### src/hw/rtl/hdc_pkg.sv
// Package holding the types and constants shared by the homopolymer and dimer compressor.
`timescale 1ns / 1ps
`default_nettype none
package hdc_pkg;

    // Configuration register indexes.
    localparam logic REG_COMPRESS_ENABLE = 1'b0;
    localparam logic REG_MAX_REPEAT_LEN  = 1'b1;

    localparam logic [31:0] RUN_LEN_RESET    = 32'd2;
    localparam logic [31:0] RUN_LEN_MAX      = 32'hFFFF_FFFF;
    localparam logic [31:0] MIN_LIMIT        = 32'd4;
    localparam logic [31:0] MAX_REPEAT_RESET = 32'd1000000000;
    localparam logic [1:0]  OUT_SEEN_FULL    = 2'd2;

    typedef struct packed {
        logic [7:0]  last_input;
        logic        have_input;
        logic [7:0]  out_back_one;
        logic [7:0]  out_back_two;
        logic [1:0]  out_seen;
        logic [31:0] run_length;
        logic        surplus_odd;
        logic [7:0]  held_symbol;
    } hdc_state_t;

    localparam hdc_state_t STATE_RESET = '{
        last_input:   8'd0,
        have_input:   1'b0,
        out_back_one: 8'd0,
        out_back_two: 8'd0,
        out_seen:     2'd0,
        run_length:   RUN_LEN_RESET,
        surplus_odd:  1'b0,
        held_symbol:  8'd0
    };

    typedef struct packed {
        logic [7:0] out_symbol;
        logic       symbol_valid;
        logic       sequence_done;
    } hdc_result_t;

    typedef struct packed {
        logic [1:0]  count;
        hdc_result_t first;
        hdc_result_t second;
        hdc_state_t  state;
    } hdc_step_t;

endpackage
`default_nettype wire

### src/hw/rtl/hdc_step.sv
// Combinational update for one symbol: the results it causes and the next state.
`timescale 1ns / 1ps
`default_nettype none
module hdc_step
(
    input  wire logic [7:0]         symbol,
    input  wire logic               end_of_sequence,
    input  wire logic               compress_enable,
    input  wire logic [31:0]        max_repeat_len,
    input  var  hdc_pkg::hdc_state_t state,
    output var  hdc_pkg::hdc_step_t  step
);
    import hdc_pkg::*;

    logic [31:0] limit;
    logic [31:0] run_inc;
    hdc_state_t  st;
    hdc_result_t res [2];
    logic [1:0]  n;

    assign limit   = (max_repeat_len < MIN_LIMIT) ? MIN_LIMIT : max_repeat_len;
    assign run_inc = (state.run_length == RUN_LEN_MAX) ? state.run_length
                                                       : state.run_length + 32'd1;

    always_comb
    begin
        st     = state;
        n      = 2'd0;
        res[0] = '0;
        res[1] = '0;

        if (!compress_enable)
        begin
            res[0] = '{out_symbol: symbol, symbol_valid: 1'b1, sequence_done: end_of_sequence};
            n      = 2'd1;
            st     = STATE_RESET;
        end
        else
        begin
            if (!(state.have_input && symbol == state.last_input))
            begin
                if (state.out_seen < OUT_SEEN_FULL)
                begin
                    res[0]      = '{out_symbol: symbol, symbol_valid: 1'b1, sequence_done: 1'b0};
                    n           = 2'd1;
                    st.out_seen = state.out_seen + 2'd1;
                end
                else if (symbol == state.out_back_two)
                begin
                    st.run_length = run_inc;
                    if (run_inc > limit)
                    begin
                        st.surplus_odd = ~state.surplus_odd;
                        if (!state.surplus_odd)
                        begin
                            st.held_symbol = symbol;
                        end
                    end
                    else
                    begin
                        res[0] = '{out_symbol: symbol, symbol_valid: 1'b1, sequence_done: 1'b0};
                        n      = 2'd1;
                    end
                end
                else
                begin
                    // The alternating run has ended: release a withheld odd surplus first.
                    if (state.surplus_odd)
                    begin
                        res[0] = '{out_symbol: state.held_symbol, symbol_valid: 1'b1,
                                   sequence_done: 1'b0};
                        res[1] = '{out_symbol: symbol, symbol_valid: 1'b1, sequence_done: 1'b0};
                        n      = 2'd2;
                    end
                    else
                    begin
                        res[0] = '{out_symbol: symbol, symbol_valid: 1'b1, sequence_done: 1'b0};
                        n      = 2'd1;
                    end
                    st.run_length  = RUN_LEN_RESET;
                    st.surplus_odd = 1'b0;
                end
                st.out_back_two = state.out_back_one;
                st.out_back_one = symbol;
            end
            st.last_input = symbol;
            st.have_input = 1'b1;

            if (end_of_sequence)
            begin
                if (st.surplus_odd)
                begin
                    res[n[0]] = '{out_symbol: st.held_symbol, symbol_valid: 1'b1,
                                  sequence_done: 1'b0};
                    n = n + 2'd1;
                end
                if (n == 2'd0)
                begin
                    res[0] = '{out_symbol: 8'd0, symbol_valid: 1'b0, sequence_done: 1'b0};
                    n      = 2'd1;
                end
                if (n == 2'd2)
                begin
                    res[1].sequence_done = 1'b1;
                end
                else
                begin
                    res[0].sequence_done = 1'b1;
                end
                st = STATE_RESET;
            end
        end

        step.count  = n;
        step.first  = res[0];
        step.second = res[1];
        step.state  = st;
    end

endmodule
`default_nettype wire

### src/hw/rtl/homopolymer_dimer_compressor_top.sv
// Top level of the homopolymer and alternating-dimer compressor.
//
//  Channel | Signals                                   | Direction | Meaning
//  --------+-------------------------------------------+-----------+-----------------------------
//  s_      | tvalid tready tdata[7:0] tlast            | in        | one symbol per request
//  m_      | tvalid tready tdata[7:0] tuser tlast      | out       | one kept symbol or end marker
//  cfg_    | valid ready index data[31:0]              | in        | register write request
//
// Each accepted symbol is processed in the cycle it is accepted: the step logic updates the run
// state and writes one or two results into a four-entry result queue, so a new symbol can be
// taken every cycle. The output drains one result per cycle while m_tready is high, so a
// symbol causing two results takes two transfers; the input is held off only while fewer than
// two queue entries are free. Reset (asynchronous, active low) clears the run state and the queue
// and returns the registers to their reset values. The configuration port is always ready.
`timescale 1ns / 1ps
`default_nettype none
module homopolymer_dimer_compressor_top
(
    input  wire logic        clk,
    input  wire logic        rst_n,
    // Input symbol stream.
    input  wire logic        s_tvalid,
    output wire logic        s_tready,
    input  wire logic [7:0]  s_tdata,   // [7:0] symbol
    input  wire logic        s_tlast,   // end_of_sequence
    // Result stream.
    output wire logic        m_tvalid,
    input  wire logic        m_tready,
    output wire logic [7:0]  m_tdata,   // [7:0] out_symbol
    output wire logic        m_tuser,   // symbol_valid
    output wire logic        m_tlast,   // sequence_done
    // Configuration write channel.
    input  wire logic        cfg_valid,
    output wire logic        cfg_ready,
    input  wire logic        cfg_index,
    input  wire logic [31:0] cfg_data
);
    import hdc_pkg::*;

    localparam int unsigned QUEUE_DEPTH = 4;

    logic        compress_enable_reg;
    logic [31:0] max_repeat_len_reg;

    hdc_state_t  state_reg;
    hdc_step_t   step;

    hdc_result_t queue_reg [QUEUE_DEPTH];
    logic [1:0]  wr_ptr_reg;
    logic [1:0]  wr_ptr_next;
    logic [1:0]  rd_ptr_reg;
    logic [1:0]  rd_ptr_next;
    logic [2:0]  count_reg;
    logic [2:0]  count_next;

    logic        accept;
    logic        pop;
    logic        cfg_write;
    hdc_result_t head;

    assign cfg_ready = 1'b1;
    assign cfg_write = cfg_valid && cfg_ready;

    // Room for the worst case of two results per symbol.
    assign s_tready = (count_reg <= 3'd2);
    assign accept   = s_tvalid && s_tready;

    assign head     = queue_reg[rd_ptr_reg];
    assign m_tvalid = (count_reg != 3'd0);
    assign m_tdata  = head.out_symbol;
    assign m_tuser  = head.symbol_valid;
    assign m_tlast  = head.sequence_done;
    assign pop      = m_tvalid && m_tready;

    hdc_step u_step
    (
        .symbol          (s_tdata),
        .end_of_sequence (s_tlast),
        .compress_enable (compress_enable_reg),
        .max_repeat_len  (max_repeat_len_reg),
        .state           (state_reg),
        .step            (step)
    );

    always_ff @(posedge clk or negedge rst_n)
    begin
        if (!rst_n)
        begin
            compress_enable_reg <= 1'b0;
            max_repeat_len_reg  <= MAX_REPEAT_RESET;
        end
        else if (cfg_write)
        begin
            unique case (cfg_index)
                REG_COMPRESS_ENABLE: compress_enable_reg <= cfg_data[0];
                REG_MAX_REPEAT_LEN:  max_repeat_len_reg  <= cfg_data;
                default:             ;
            endcase
        end
    end

    always_ff @(posedge clk or negedge rst_n)
    begin
        if (!rst_n)
        begin
            state_reg <= STATE_RESET;
        end
        else if (accept)
        begin
            state_reg <= step.state;
        end
    end

    // Queue pointers and fill count.
    always_comb
    begin
        wr_ptr_next = wr_ptr_reg;
        rd_ptr_next = rd_ptr_reg;
        count_next  = count_reg;
        if (accept)
        begin
            wr_ptr_next = wr_ptr_reg + step.count;
            count_next  = count_next + {1'b0, step.count};
        end
        if (pop)
        begin
            rd_ptr_next = rd_ptr_reg + 2'd1;
            count_next  = count_next - 3'd1;
        end
    end

    always_ff @(posedge clk or negedge rst_n)
    begin
        if (!rst_n)
        begin
            wr_ptr_reg <= 2'd0;
            rd_ptr_reg <= 2'd0;
            count_reg  <= 3'd0;
        end
        else
        begin
            wr_ptr_reg <= wr_ptr_next;
            rd_ptr_reg <= rd_ptr_next;
            count_reg  <= count_next;
        end
    end

    // Result storage: the first result always lands at the write pointer, the second
    // in the entry after it.
    always_ff @(posedge clk)
    begin
        if (accept)
        begin
            queue_reg[wr_ptr_reg] <= step.first;
            if (step.count == 2'd2)
            begin
                queue_reg[wr_ptr_reg + 2'd1] <= step.second;
            end
        end
    end

`ifndef SYNTH
    // The queue never overfills.
    assert property (@(posedge clk) disable iff (!rst_n) count_reg <= 3'd4)
        else $error("result queue overflow");

    // With no symbol seen yet, no kept symbols and no surplus can be recorded.
    assert property (@(posedge clk) disable iff (!rst_n)
        !state_reg.have_input |-> (state_reg.out_seen == 2'd0 && !state_reg.surplus_odd))
        else $error("run state set without a previous symbol");

    // A surplus is only counted once two kept symbols form a run.
    assert property (@(posedge clk) disable iff (!rst_n)
        state_reg.surplus_odd |-> (state_reg.out_seen == OUT_SEEN_FULL))
        else $error("surplus recorded before a run was formed");

    // The run length never drops below its starting value.
    assert property (@(posedge clk) disable iff (!rst_n)
        state_reg.run_length >= RUN_LEN_RESET)
        else $error("run length below its floor");

    // A finished sequence always leaves the run state cleared.
    assert property (@(posedge clk) disable iff (!rst_n)
        (accept && s_tlast) |=> (!state_reg.have_input && !state_reg.surplus_odd))
        else $error("state not cleared after end of sequence");
`endif

endmodule
`default_nettype wire

### config.mk
export PLATFORM = sky130hd
export DESIGN_NAME = homopolymer_dimer_compressor_top
export DESIGN_NICKNAME = d
export VERILOG_FILES = /design/src/hw/rtl/hdc_pkg.sv /design/src/hw/rtl/hdc_step.sv /design/src/hw/rtl/homopolymer_dimer_compressor_top.sv
export SDC_FILE = /design/constraint.sdc
export NUM_CORES = 1
export LEC_CHECK = 0
export BUFFER_PORTS_ARGS = -buffer_cell sky130_fd_sc_hd__buf_2
export CORE_ASPECT_RATIO = 0.8
export CORE_MARGIN = 1
export CORE_UTILIZATION = 40
export CTS_BUF_LIST = sky130_fd_sc_hd__clkbuf_4 sky130_fd_sc_hd__clkbuf_8
export CTS_CLUSTER_SIZE = 24
export DETAILED_ROUTE_END_ITERATION = 7
export PLACE_DENSITY = 0.65
export SETUP_SLACK_MARGIN = 0.5
export SLEW_MARGIN = 20
export SYNTH_ARGS = -nofsm -noshare
export SYNTH_HDL_FRONTEND = slang
export SYNTH_SLANG_ARGS = --single-unit
### constraint.sdc
create_clock -name clk -period 7.8 [get_ports clk]
set_clock_uncertainty 0.05 [all_clocks]
set_input_delay 0 -clock clk [delete_from_list [all_inputs] [get_ports clk]]
set_output_delay 0 -clock clk [all_outputs]
set_load 0.05 [all_outputs]
==> metrics.txt, run 1 <==
vias per cell=5.62; 1st-pass router iterations=5; deepest clock path buffer count=2; Starting Density=0.412; clock share of power=0.249; Clk pin slew, worst setup/hold paths=100 ps; CP arrival=7170 ps; Setup CP Type=flop to flop; number of global-route vias before repair=6796; post-synthesis sequential element count=148; H-tree depth=4; port bufs=58; total gr overflow=0; Power per Cell Area=221 mW/mm2; area occupied by multi-input gates=0.00467 mm2; HP Class=input pin to async pin; switch share=0.382; Crit path required time=8100 ps; Worst Setup End Kind=flop; Syn Std Cell Area=0.00895 mm2; setup TNS=0 ps; DR DRC count=0; Worst VDD drop=0.000102 V; most frequent cell after synthesis=nand2_1; total of max-cap violations=0; Ant. Diodes=0; CTS tree=done; Gate power share=0.303; gr usage total=0.204; crit start category=flop; DP HPWL=16.1 mm; max FFs per register=68; register cell area after layout=0.00392 mm2; die extent in y=136 um; IO Count=60; drt initial violations=695; hold_ws=26.2 ps; WL per Instance=17.1 um; FF-to-FF path depth=26; count of final setup violators=0; Area Growth Syn to Fin=15.9%; ys async rst share=0.730; minimum clock period=6860 ps; CTS root buf=clkbuf_8; final hold violations=0; cell-internal power=1.42 mW; Post-Syn Area per Cell=10.1 um2; Slew @ Worst Pin=990 ps; RSZ-0062 raised after global routing=no; Synth cell types=76; Nets=1059; global-route wire length before repair=36.4 mm; Synth area leaders=dfrtp_1, edfxtp_1, ha_1, dfstp_2, nand2_1; Synth Instances=885; CTS buffer count=17; final max-slew violation count=0; Leakage Power=4.38 nW; routability cong.=0.873; routed vias=7236; DIE WIDTH=169 um; total core area=0.0217 mm2; most used flip-flop cell after synthesis=dfrtp_1; Max Clk Rate=146 MHz; TritonCTS Sinks=148; synth cell count leaders=nand2_1, dfrtp_1, inv_1, nor2_1, edfxtp_1; die area=0.0230 mm2; Cell Rows=48; Post-synth EDFFs=40; sequential share of the synthesized area=0.438; final-layout fill cell count=2073; final worst path period share=0.880; Mapped Nets=970; share of power burned in registers=0.448; ANT nets after route=0; layout cell share with drive strength beyond 1=0.191; largest area contributor in the netlist=dfrtp_1; worst skew pair latency=480 ps; status=completed; post-synth top area share=0.263; Relative slew margins=0.340; CP max FO=9; Power Total=2.29 mW; initial antenna violation count=0; routed wire length=22.0 mm; pin count of the biggest net entering global routing=57; Ys Warns=0; sw power=874 uW
what timing repair did:
action | CTS | global route
buffers inserted | 0 | 1
hold endpoints to repair | 137 | 0
gates resized for setup | 0 | 4
hold buffers | 45 | 0
endpoints found under the setup margin | 0 | 13
cell families (layout without fill, tap and decap cells):
family | Yosys count | after routing | share of synthesized area
and+or+nand+nor | 281 | 281 | 0.161
AOI/OAI and AO/OA | 225 | 225 | 0.187
DFF | 148 | 148 | 0.438
buffers and inverters | 97 | 199 | 0.0424
xor gates and xnor gates | 51 | 51 | 0.0499
muxes | 44 | 44 | 0.0677
adders and majority gates | 38 | 38 | 0.0540
other | 1 | 1 | 0.000419
cells in the final DEF (no fill, tap or decap), types with 5 or more instances in the layout:
cell type,n
and3_1,15
o41ai_1,5
edfxtp_1,40
ha_1,37
a31oi_1,10
and4_1,6
nor4_1,10
nand3_1,35
inv_1,50
a32o_1,9
inv_6,6
o21ai_0,38
nand4_1,20
dfrtp_1,94
mux4_2,10
nand2b_1,7
buf_2,57
clkbuf_8,17
dfstp_2,14
o31ai_1,16
mux2_2,32
nor3_1,10
nor2_1,45
buf_4,14
xor2_1,13
a22oi_1,7
xnor2_1,38
o221ai_2,6
nand2_1,98
o21a_1,11
o221ai_1,18
o22ai_1,8
a21oi_1,29
o21ai_1,9
and2_1,7
a22o_1,24
dlygate4sd3_1,45
layout make-up:
class | count | area share
Tap cell | 300 | 0.0362
Sequential cell | 148 | 0.378
Clock inverter | 15 | 0.0130
Multi-Input combinational cell | 640 | 0.451
Clock buffer | 17 | 0.0226
Timing Repair Buffer | 116 | 0.0811
Inverter | 51 | 0.0185
final timing paths:
check / start / end / slack (ps)
worst max register to register: state_reg[28] / count_reg[2] / 940
worst min-delay path: rst_n / max_repeat_len_reg[7] / 30
worst max-delay path: state_reg[28] / count_reg[2] / 940
min in group clk: s_tvalid / state_reg[42] / 50
max in group asynchronous: rst_n / count_reg[1] / 6450
worst min register to register: state_reg[41] / state_reg[41] / 440
worst max-delay path: stages, from the launching register on:
cell and delay, ps:
dfrtp_1 480, and4_1 250, and3_1 260, nand4_1 240, nand3_1 200, nor3_2 350
nand4_1 230, xnor2_1 180, ha_1 340, nand4_2 170, or4_4 590, or4b_1 480
a31oi_1 190, nor3_1 70, o21ai_1 200, ha_1 240, nand2_1 160, nor4_1 380
a22oi_1 180, a21oi_1 160, o21ai_0 150, fa_1 550, nor2_1 40, a21oi_1 210
ha_1 180, nand2_1 50, xor2_1 160
routing by layer:
layer,track usage,up-vias,part of all wire
li1,-,3500,-
met1,0.309,3494,0.51
met2,0.293,222,0.41
met3,0.0476,20,0.063
met4,0.0460,0,0.0090
met5,0,-,0
metrics by stage:
step                instance area (um2)   util  setup WS, ps  std cells
floorplan                          8950      -          1380        885
global placement                   9520  0.438           879       1209
detailed placement                 9520  0.438           704       1209
CTS                               10300  0.476           644       1286
global route                      10400  0.477           549       1287
finish                            10400  0.477           939       1287
power groups by stage:
stage / Combinational [mW] / Clock, mW / Sequential [mW]
after global routing: 0.762 / 0.617 / 1.05
final: 0.694 / 0.570 / 1.03
after floorplan: 0.558 / 0 / 0.984
after CTS: 0.697 / 0.584 / 1.03
after global placement: 0.670 / 0 / 1.04
after detailed placement: 0.674 / 0 / 1.04
No activity file was read; power rests on OpenSTA's default activity.
==> inputs of run 2 (changes only) <==
Settings changed: ABC_AREA set to 1, PLACE_DENSITY 0.65 to 0.64.
==> run 2 against run 1 <==
Combinational power increased by 34%. Register-to-register slack improved by 480 ps. Clock power increased by 3%. First-iteration DRC count increased by 9.9%. Critical endpoint unchanged. Largest cell class unchanged. Largest power group unchanged. Highest routed layer unchanged.
==> metrics.txt, run 2 <==
slowest cell on the critical path=dfstp_2; IO Count=60; Synth area leaders=dfrtp_1, edfxtp_1, nand2_1, inv_1, nor2_1; pin count of the biggest net entering global routing=67; Post-synth EDFFs=40; share of power burned in registers=0.410; placed cell areas=0.00985 mm2; clock share of power=0.229; synth cell count leaders=nand2_1, inv_1, nor2_1, o21ai_0, dfrtp_1; WL per Instance=15.0 um; Slew @ Worst Pin=1040 ps; final hold violations=0; ys async rst share=0.730; post-synthesis sequential element count=148; Post-Synth Simple-Gate Area=0.293; initial antenna violation count=0; routability cong.=0.870; largest family of logic cells by synthesized area=simple AND/OR/NAND/NOR gates; Clk pin slew, worst setup/hold paths=90 ps; PostCTS Resize Cnt=0; Power Total=2.57 mW; Compound-Gate Fraction of Synth Area=0.120; Nets=1383; Worst VDD drop=0.000119 V; count of final setup violators=0; Max Clk Rate=157 MHz; global-route wire length before repair=40.6 mm; DR DRC count=0; commonest non-fill, non-tap cell in the layout=nand2_1; xor and xnor area share after synthesis=0.0272; Setup CP Type=flop to flop; CP max FO=45; most frequent cell after synthesis=nand2_1; final-layout fill cell count=2247; Post-Syn Area per Cell=7.70 um2; CTS buffer count=17; total gr overflow=0; minimum clock period=6390 ps; cell-internal power=1.49 mW; switch share=0.422; crit-path most repeated cell=nand2_1; 1st-pass router iterations=6; total of max-cap violations=0; register cell area after layout=0.00392 mm2; Gate power share=0.361; CTS root buf=clkbuf_8; post-CTS setup buffers=0; largest area contributor in the netlist=dfrtp_1; status=completed; final worst path period share=0.819; Hold-fix buffers, CTS=45; hold_ws=9.68 ps; ANT nets after route=0; CP arrival=6700 ps; post-synth top area share=0.251; Syn Std Cell Area=0.00935 mm2; gr usage total=0.209; die area=0.0240 mm2; largest stage delay on the critical path=550 ps; total core area=0.0227 mm2; Post-Synth Adder-Cell Area=0.0516; final cell count without fillers=1617; DP HPWL=17.2 mm; Core Util, Final=0.471; most used flip-flop cell after synthesis=dfrtp_1; layout cell share with drive strength beyond 1=0.120; TritonCTS Sinks=148; die extent in y=139 um; Area Growth Syn to Fin=14.2%; pre-CTS setup slack=1530 ps; setup TNS=0 ps; H-tree depth=4; final max-slew violation count=0; sequential share of the synthesized area=0.419; Worst Setup End Kind=flop; DIE WIDTH=173 um; post-synthesis mux area share=0.00348; setup slack after layout=1410 ps; routed wire length=24.3 mm; worst skew pair latency=460 ps; Crit path required time=8110 ps; sw power=1.08 mW; Synth Instances=1215; crit start category=flop; number of global-route vias before repair=7906; vias per cell=5.16; Starting Density=0.412; Power per Cell Area=240 mW/mm2; CTS tree=done; port bufs=58; Mapped Nets=1300; Cell Rows=49; Ys Warns=0; routed vias=8351; drt initial violations=764; RSZ-0062 raised after global routing=no; deepest clock path buffer count=2; Leakage Power=5.10 nW; max FFs per register=68; post-placement cell count=1540; most frequent cells in the layout=nand2_1, inv_1, nor2_1; Synth cell types=49; area occupied by multi-input gates=0.00465 mm2; Relative slew margins=0.302; HP Class=input pin to async pin; Ant. Diodes=0; final non-filler cell area=0.0107 mm2
run 2: changes by cell type after synthesis, sizes merged, moves of 17 or more:
| cell | before | now |
|---|---|---|
| a22o | 24 | 4 |
| o22ai | 8 | 28 |
| nand3 | 36 | 53 |
| mux2 | 32 | 2 |
| nand4 | 22 | 58 |
| o31ai | 18 | 0 |
| o21ai | 47 | 95 |
| a21oi | 29 | 67 |
| xnor2 | 38 | 5 |
| inv | 50 | 148 |
| nand2 | 98 | 316 |
| o221ai | 24 | 0 |
| nor2 | 50 | 134 |
run 2: metal layers:
layer  GRT usage  up-vias  share of wire  wire [um]
li1            -     4211              -          -
met1       0.316     3863           0.51      12400
met2       0.310      259           0.42      10200
met3      0.0345       18          0.057       1390
met4      0.0489        0         0.0091        220
met5           0        -              0          0
run 2: power groups by stage:
stage | logic [mW] | clock network [mW] | registers, mW
floorplan | 0.704 | 0 | 1.02
global placement | 0.886 | 0 | 1.06
detailed placement | 0.905 | 0 | 1.07
CTS | 0.928 | 0.602 | 1.05
global route | 1.04 | 0.631 | 1.07
finish | 0.929 | 0.588 | 1.05
run 2: final timing paths:
check | to | from | cells past startpoint | slack, ps
min in group clk | wr_ptr_reg[1] | s_tlast | 5 | 30
setup / recovery | count_reg[2] | state_reg[10] | 40 | 1410
hold reg to reg | max_repeat_len_reg[11] | max_repeat_len_reg[11] | 2 | 450
max in group asynchronous | state_reg[66] | rst_n | 3 | 6380
hold / removal | max_repeat_len_reg[21] | rst_n | 2 | 10
setup reg to reg | count_reg[2] | state_reg[10] | 40 | 1410
run 2: logic make-up after synthesis:
family,count (synthesis)
adder cells (fa/ha/maj),38
buffers and inverters,195
flip-flops,148
other,1
AND/OR/NAND/NOR,596
AO/OA/AOI/OAI,205
multiplexers,3
XOR/XNOR,29
run 2: critical path, delay by kind of cell, from the launching register on:
kind,cells,cell delay (ps)
buf+inv,6,400
fa+ha+maj,6,1580
compound gates,4,530
xor+xnor,2,350
simple gates,22,2830
flops,1,550
run 2: final cells by class:
type / instances / share of cell area
Tap cell: 306 / 0.0358
Clock buffer: 19 / 0.0233
Inverter: 149 / 0.0526
Multi-Input combinational cell: 872 / 0.435
Timing Repair Buffer: 110 / 0.0745
Sequential cell: 148 / 0.367
Clock inverter: 13 / 0.0119
==> inputs of run 3 (changes only) <==
Clock period 7.8 ns to 6.6 ns, I/O delays scaled along.
==> run 3 against run 2 <==
Total power rose by 20%. Critical path type unchanged. Sequential power rose by 18%. Fmax rose by 11%. First-iteration DRC count rose by 4.7%. Clock-buffer cell count fell by 2. Critical endpoint unchanged. The flow now finishes with violations (negative hold slack). Clock power rose by 25%. Routed wire length rose by 2.3%.
==> metrics.txt, run 3 (synthesized netlist as in run 2, its figures left out) <==
status=finished, violations left; violated checks=negative hold slack; CTS root buf=clkbuf_8; RSZ-0062 raised after global routing=yes; Area Growth Syn to Fin=16.1%; minimum clock period=5740 ps; crit start category=flop; 1st-pass router iterations=5; slowest cell on the critical path=dfstp_2; max FFs per register=68; number of global-route vias before repair=8046; Crit path required time=6930 ps; routed wire length=24.8 mm; Max Clk Rate=174 MHz; H-tree depth=4; cell family with the largest share of critical-path delay=simple AND/OR/NAND/NOR gates; commonest non-fill, non-tap cell in the layout=nand2_1; ANT nets after route=0; gr usage total=0.214; CP Depth=39; layout cell share with drive strength beyond 1=0.141; Setup CP Type=flop to flop; count of final setup violators=0; initial antenna violation count=0; DIE WIDTH=173 um; Worst VDD drop=0.000102 V; placed cell areas=0.00986 mm2; total gr overflow=0; Clk pin slew, worst setup/hold paths=100 ps; final worst path period share=0.870; worst skew pair latency=490 ps; die extent in y=139 um; Leakage Power=5.17 nW; drt initial violations=800; pin count of the biggest net entering global routing=67; HP Class=input pin to async pin; largest stage delay on the critical path=550 ps; CTS tree=done; Nets=1390; DR DRC count=0; FF-to-FF path depth=39; routability cong.=0.880; final max-slew violation count=0; CP max FO=6; most frequent cells in the layout=nand2_1, inv_1, nor2_1; Worst Setup End Kind=flop; Starting Density=0.412; IO Count=60; routed vias=8417; Cell Rows=49; total of max-cap violations=0; crit-path most repeated cell=inv_1; final non-filler cell area=0.0109 mm2; Relative slew margins=0.334; global-route wire length before repair=41.5 mm; CTS buffer count=17; Buffers & Inverters on Critical Path=7; TritonCTS Sinks=148; deepest clock path buffer count=2; final hold violations=3; total core area=0.0227 mm2; die area=0.0240 mm2; Power per Cell Area=284 mW/mm2; WL per Instance=15.3 um; setup TNS=0 ps; port bufs=58; Slew @ Worst Pin=996 ps; setup slack after layout=856 ps; DP HPWL=17.7 mm; vias per cell=5.18; hold_ws=-7.20 ps; Power Total=3.08 mW; CP arrival=6070 ps; pre-CTS setup slack=488 ps; Ant. Diodes=0
-- run 3: through the flow --
step / std cells / util
6_report: 1624 / 0.479
5_1_grt: 1624 / 0.479
4_1_cts: 1618 / 0.472
3_5_place_dp: 1541 / 0.435
3_3_place_gp: 1541 / 0.435
2_1_floorplan: 1215 / -
-- run 3: power breakdown --
| part | leakage (nW) | internal [mW] | switching, mW |
|---|---|---|---|
| logic | 3.25 | 0.317 | 0.787 |
| clock network | 0.193 | 0.316 | 0.422 |
| registers | 1.73 | 1.12 | 0.117 |
| total | 5.17 | 1.76 | 1.33 |
-- run 3: final timing paths --
check | start | slack, ps | to
max reg2reg | state_reg[10] | 860 | count_reg[2]
min | rst_n | -7 | max_repeat_len_reg[18]
max in group asynchronous | rst_n | 5230 | state_reg[1]
min reg2reg | state_reg[57] | 440 | state_reg[57]
max | state_reg[10] | 860 | count_reg[2]
min in group clk | s_tlast | 20 | wr_ptr_reg[1]
-- run 3: layout make-up --
type,count,area [um2]
clock buffer,17,234
clock inverter,15,161
fill,2258,11800
inverter,149,562
multi-input combinational,872,4750
sequential,148,3920
tap,306,383
timing repair buffer,117,848
-- run 3: worst reg2reg max path, delay by kind of cell, from the launching register on --
family,cells,cell delay [ps]
AO/OA/AOI/OAI,1,120
XOR/XNOR,2,370
adder cells (fa/ha/maj),6,1580
buffers and inverters,7,590
flip-flops,1,550
AND/OR/NAND/NOR,23,2400
-- run 3: timing repair --
item                                    CTS  global route
setup buffers                             0             6
endpoints found under the hold margin    96             0
endpoints found under the setup margin   11            79
hold buffers                             45             0
pin swaps                                 0             3
gates resized for setup                   1            25
-- run 3: layer usage --
metal / vias up / share of wire / track usage / wire length (um)
li1: 4227 / - / - / -
met2: 246 / 0.42 / 0.312 / 10500
met5: - / 0 / 0 / 0
met4: 0 / 0.015 / 0.0680 / 382
met1: 3913 / 0.51 / 0.325 / 12700
met3: 31 / 0.051 / 0.0307 / 1280
